$ cat config.mk
export PLATFORM = sky130hd
export DESIGN_NAME = ftks_cell
export DESIGN_NICKNAME = d
export VERILOG_FILES = /design/src/rtl/core/ftks_pkg.sv /design/src/rtl/core/ftks_cell.sv
export SDC_FILE = /design/constraint.sdc
export NUM_CORES = 1
export LEC_CHECK = 0
export ABC_AREA = 1
export BUFFER_PORTS_ARGS = -buffer_cell sky130_fd_sc_hd__buf_2
export CORE_AREA = 3 3 129 131
export CTS_CLUSTER_DIAMETER = 80
export DETAILED_ROUTE_END_ITERATION = 7
export DIE_AREA = 0 0 132 134
export PLACE_DENSITY_LB_ADDON = 0.05
export SLEW_MARGIN = 20
export SYNTH_ARGS = -nofsm -noshare
export SYNTH_HDL_FRONTEND = slang
export SYNTH_SLANG_ARGS = --single-unit
$ cat constraint.sdc
create_clock -name aclk -period 4.1 [get_ports aclk]
set_clock_uncertainty 0.05 [all_clocks]
set_input_delay 0.41 -clock aclk [delete_from_list [all_inputs] [get_ports aclk]]
set_output_delay 0.41 -clock aclk [all_outputs]
set_load 0.005 [all_outputs]
$ cat src/rtl/core/ftks_pkg.sv
package ftks_pkg;

    localparam int unsigned VALUE_W   = 32;
    localparam int unsigned TOP_IDX_W = 16;
    localparam int unsigned K_W       = 7;

    typedef struct packed {
        logic [VALUE_W-1:0] value_bits;
        logic               batch_end;
    } in_t;

    typedef struct packed {
        logic [VALUE_W-1:0]   top_value_bits;
        logic [TOP_IDX_W-1:0] top_index;
        logic                 run_last;
    } out_t;

    typedef struct packed {
        logic clear;
        logic insert;
        logic shift;
    } cell_ctrl_t;

    typedef enum logic [0:0] {
        ST_IDLE,
        ST_DRAIN
    } state_t;

    // signed rank key: negative floats are mirrored so ordering is total
    function automatic logic [VALUE_W-1:0] make_key(input logic [VALUE_W-1:0] bits);
        logic [VALUE_W-1:0] res;
        if (bits[VALUE_W-1]) begin
            res = 32'h7FFF_FFFF - bits;
        end else begin
            res = bits;
        end
        return res;
    endfunction

endpackage

$ cat src/rtl/core/ftks_cell.sv
module ftks_cell #(
    parameter int unsigned INDEX_BITS = 16
) (
    input  logic                   aclk,
    input  logic                   aresetn,
    input  ftks_pkg::cell_ctrl_t   ctrl,
    input  logic [31:0]            new_key,
    input  logic [31:0]            new_bits,
    input  logic [INDEX_BITS-1:0]  new_index,
    input  logic                   prev_keep,
    input  logic                   prev_valid,
    input  logic [31:0]            prev_key,
    input  logic [31:0]            prev_bits,
    input  logic [INDEX_BITS-1:0]  prev_index,
    input  logic                   next_valid,
    input  logic [31:0]            next_key,
    input  logic [31:0]            next_bits,
    input  logic [INDEX_BITS-1:0]  next_index,
    output logic                   keep,
    output logic                   valid,
    output logic [31:0]            key,
    output logic [31:0]            bits,
    output logic [INDEX_BITS-1:0]  index
);

    logic                  valid_reg, valid_next;
    logic [31:0]           key_reg, key_next;
    logic [31:0]           bits_reg, bits_next;
    logic [INDEX_BITS-1:0] index_reg, index_next;

    // held entry stays put when it ranks at or above the incoming request
    assign keep = valid_reg && ($signed(key_reg) >= $signed(new_key));

    always_comb begin
        valid_next = valid_reg;
        key_next   = key_reg;
        bits_next  = bits_reg;
        index_next = index_reg;
        if (ctrl.clear) begin
            valid_next = 1'b0;
        end else if (ctrl.insert) begin
            if (!keep) begin
                if (prev_keep) begin
                    valid_next = 1'b1;
                    key_next   = new_key;
                    bits_next  = new_bits;
                    index_next = new_index;
                end else begin
                    valid_next = prev_valid;
                    key_next   = prev_key;
                    bits_next  = prev_bits;
                    index_next = prev_index;
                end
            end
        end else if (ctrl.shift) begin
            valid_next = next_valid;
            key_next   = next_key;
            bits_next  = next_bits;
            index_next = next_index;
        end
    end

    always_ff @(posedge aclk) begin
        if (!aresetn) begin
            valid_reg <= 1'b0;
        end else begin
            valid_reg <= valid_next;
        end
    end

    always_ff @(posedge aclk) begin
        key_reg   <= key_next;
        bits_reg  <= bits_next;
        index_reg <= index_next;
    end

    assign valid = valid_reg;
    assign key   = key_reg;
    assign bits  = bits_reg;
    assign index = index_reg;

endmodule

# Word-level counts from Yosys, hierarchy flattened
# Cells that the tools add are included.
[totals] out_inout_bits=82 ff_bits=81
[op_classes] order_cmp=1 n_eq_ne=1 n_reduce_logical=5 bitwise=2 n_mux=16
[ops] operator="32-bit 2-to-1 mux" count=8
[ops] operator="16-bit 2-to-1 mux" count=4
[ops] operator="32-bit greater-or-equal comparator" count=1
[ops] operator="1-bit 2-to-1 mux" count=4
[ops] operator="3-bit AND reduction" count=1
[ops] operator="2-bit inequality test (second input constant)" count=1
[ops] operator="1-bit inverter" count=2
[ops] operator="2-bit AND reduction" count=1
[ops] operator="2-bit nonzero test" count=1
[ops] operator="2-bit OR reduction" count=1
[ops] operator="1-bit logical AND" count=1

# Logic depth before layout (Yosys ltp)
[logic_depth] ltp_word=4 depth_mapped=19 mapped_depth_nobuf=19

# Worst setup path after synthesis
# OpenSTA, ideal clock, no wires.
[synth_path] path_type="input to register" startpoint="in new_key[31]" endpoint="reg bits_reg[0], in the netlist bits[0], enable pin" path_stages=12 path_buffers=0 t_required_ns=3.616 slack_ns=0.549 arrival_time_ns=3.067 cell_sequence="inv_1 -> ha_1 -> a21oi_1 -> o21a_1 -> nand2_1 -> a21oi_2 -> nand2_1 -> nand2_1 -> nand3_2 -> nand3_2 -> nand3_1 -> inv_1"
[synth_between] elab_chain_len=4
[synth_rtl] item="start, declared" line_no="ftks_cell.sv:7" source="input logic [31:0] new_key,"
[synth_rtl] item="32-bit greater-or-equal comparator" line_no="ftks_cell.sv:32" source="assign keep = valid_reg && ($signed(key_reg) >= $signed(new_key));"
[synth_rtl] item="1-bit logical AND" line_no="ftks_cell.sv:32"
[synth_rtl] item="2-bit inequality test (no line)"
[synth_rtl] item="3-bit AND reduction (no line)"
[synth_rtl] item="end signal, assigned" line_no="ftks_cell.sv:73" source="bits_reg <= bits_next;"
[synth_rtl] item="end, declared" line_no="ftks_cell.sv:28" source="logic [31:0] bits_reg, bits_next;"
# Every way passes these cells.
# A chain may end at the register's enable or synchronous reset.

# Worst setup path in the final report
[layout_path] startpoint="reg key_reg[31], in the netlist key[31]" endpoint="reg bits_reg[26], in the netlist bits[26], enable pin"
[layout_between] elab_chain_len=4
[layout_rtl] item="start, declared" line_no="ftks_cell.sv:27" source="logic [31:0] key_reg, key_next;"
[layout_rtl] item="start signal, assigned" line_no="ftks_cell.sv:72" source="key_reg <= key_next;"
[layout_rtl] item="32-bit greater-or-equal comparator" line_no="ftks_cell.sv:32"
[layout_rtl] item="1-bit logical AND" line_no="ftks_cell.sv:32"
[layout_rtl] item="2-bit inequality test (no line)"
[layout_rtl] item="3-bit AND reduction (no line)"
# Every way passes these cells.

==> out/results.txt <==
Max FO, Critical Path = 29
Post-route setup slack = 1.273 ns
Finished Core Util = 45.12%
Final net count = 1192
Achievable Freq = 353.8 MHz
Register area = 2422 um^2
Syn Nets = 878
Flops & latches, synth = 81
Core Footprint = 15710 um^2
Clock transition at path regs = 0.06 ns
Endpoint type of the worst setup path = register
Synth Area in Compound Gates = 18.74%
Hold slack final = 0.3023 ns
Hpwl dp = 14300 um
Row Count = 46
Synth Area in Adders = 8.116%
WL/cell = 15.86 um
Worst Tran Pin Value = 0.7536 ns
CTS HTree Levels = 3
Via count = 5254
Hold Buf Count CTS = 0
Slew Viols, Final = 0
Crit path kind = reg2reg
Max_cap viols = 0
Global Route Usage Sum = 19.74%
Area growth syn-to-layout = 43.70%
Combinational family with the most area after synthesis = compound AO/OA/AOI/OAI gates
DRT iter0 DRCs = 177
Post-synth EDFFs = 80
Avg Cell Area, Syn = 8.250 um^2
Post-route minimum period = 2.827 ns
Initial antenna violation count = 3
Port Buffers = 329
Post-CTS Setup Inserts = 0
CTS tree = yes
Global-route wire length before repair = 27490 um
Setup TNS = 0 ns
Sequential area share after synthesis = 49.10%
Ys Warns = 0
Post-Synth XOR/XNOR Area = 0%
DRT Pass-1 Iters = 4
Peak VDD IR = 0.1840 mV
Synth unique cells = 24
Hold WC Path Type = in2reg
TritonCTS Buffers = 9
Placement Setup Slack = 1.074 ns
Largest net degree at the start of global routing = 83
Commonest cells after routing, fill and taps aside = buf_2 (329), o21ai_0 (153), nand2_1 (121)
Chip Height = 134 um
FF-to-FF setup slack = 1.27 ns
GRT overflow = 0
Status = finished, final reports clean
Final Setup Violations = 0
Vias/cell = 4.641
Initial Util = 31.40%
Simple-Gate Fraction of Synth Area = 17.65%
Final ANT Viol Nets = 0
Worst Setup Start Kind = register
Placed cells = 1117
Clock Tree Buf Depth = 2
Clock Sinks = 81
Mux share of post-synthesis cell area = 0%
Dominant synthesized flop cell = edfxtp_1
Final-report hold violation count = 0
Vias in the first global route = 5334
Area of the multi-input gates = 2196 um^2
Post-route clock period utilization = 68.94%
Post-synthesis cell area = 4933 um^2
Normalized max-slew margin = 49.76%
Most common cell after layout, fill and taps aside = buf_2
Io pins = 330
Clock Latency Late Sink = 0.34 ns
Ant. Diodes = 0
Fillers = 1638
Gpl congestion = 0.8337
Layout cell share with drive strength beyond 1 = 39.30%
Critical path data required time = 4.12 ns
Die W = 132 um
CP Data Arrival Time = 2.85 ns
Mapped Cells = 598
Non-Filler Instances = 1132
WL final = 17950 um
Ys async rst share = 0%
RSZ-0062 raised after global routing = false
Pwr dens = 325.1 nW/um^2
Resized Gates After CTS = 0
Die area = 17690 um^2
# DRC = 0
Static Leak = 3.462 nW
Root Buffer = clkbuf_16
## power breakdown
part | total (mW) | switching (mW) | internal, mW
combinational | 0.460 | 0.252 | 0.208
sequential | 1.01 | 0.0220 | 0.992
clock | 0.831 | 0.307 | 0.524
total | 2.30 | 0.581 | 1.72
## cell families after synthesis
kind of cell,count (synthesis)
AOI/OAI and AO/OA,182
adders and majority gates,32
buffers and inverters,82
DFF,81
and+or+nand+nor,221
## routing by layer
metal	GRT usage [%]	share of wire, %	up-vias
li1	-	-	2652
met1	21.81	38	2368
met2	36.17	52	201
met3	6.002	7.7	27
met4	6.534	1.9	6
met5	0	0.17	-
## per-stage QoR
step	power (mW)	area [um^2]
floorplan	1.244	4933
global placement	1.495	6789
CTS	2.343	7089
detailed placement	1.501	6789
finish	2.305	7089
global route	2.429	7089
## final cells by class
| cell class | count | area share, % |
|---|---|---|
| clock buffers | 10 | 3.230 |
| clock inverters | 5 | 1.006 |
| inverters | 48 | 2.559 |
| multi-input cells | 435 | 30.97 |
| flip-flops and latches | 81 | 34.17 |
| well taps | 216 | 3.812 |
| repair buffers | 337 | 24.25 |
## critical path, cell delays in order (launching register included)
cell and delay (ns):
edfxtp_1 0.41, ha_1 0.36, nand2_1 0.10, nor2_2 0.14
nand2_2 0.07, nor2_2 0.13, nand2_1 0.08, nand2_1 0.06
nand2_1 0.07, nand3_2 0.07, nand3_2 0.08, nand3_1 0.10
clkinv_2 0.43, buf_4 0.41
## cells in the mapped netlist (2+ instances only)
cell type / n / share of area [%]
o21ai_0: 153 / 16
nand2_1: 121 / 9.2
nor2_1: 89 / 6.8
edfxtp_1: 80 / 49
inv_1: 44 / 3.3
clkbuf_1: 33 / 2.5
ha_1: 32 / 8.1
a21oi_1: 14 / 1.4
o21ai_1: 9 / 0.91
inv_2: 3 / 0.23
nand3_1: 3 / 0.30
nand3_2: 3 / 0.61
nor2_2: 2 / 0.25
o21a_1: 2 / 0.30
## worst paths after layout
| kind | from | endpoint | cells past startpoint |
|---|---|---|---|
| setup / recovery | key[31]$_DFFE_PP_ | bits[26]$_DFFE_PP_ | 13 |
| hold / removal | next_key[30] | key[30]$_DFFE_PP_ | 3 |
| setup reg to reg | key[31]$_DFFE_PP_ | bits[26]$_DFFE_PP_ | 13 |
| hold reg to reg | valid$_SDFFE_PP0P_ | valid$_SDFFE_PP0P_ | 4 |
(Power assumes the default switching activity.)
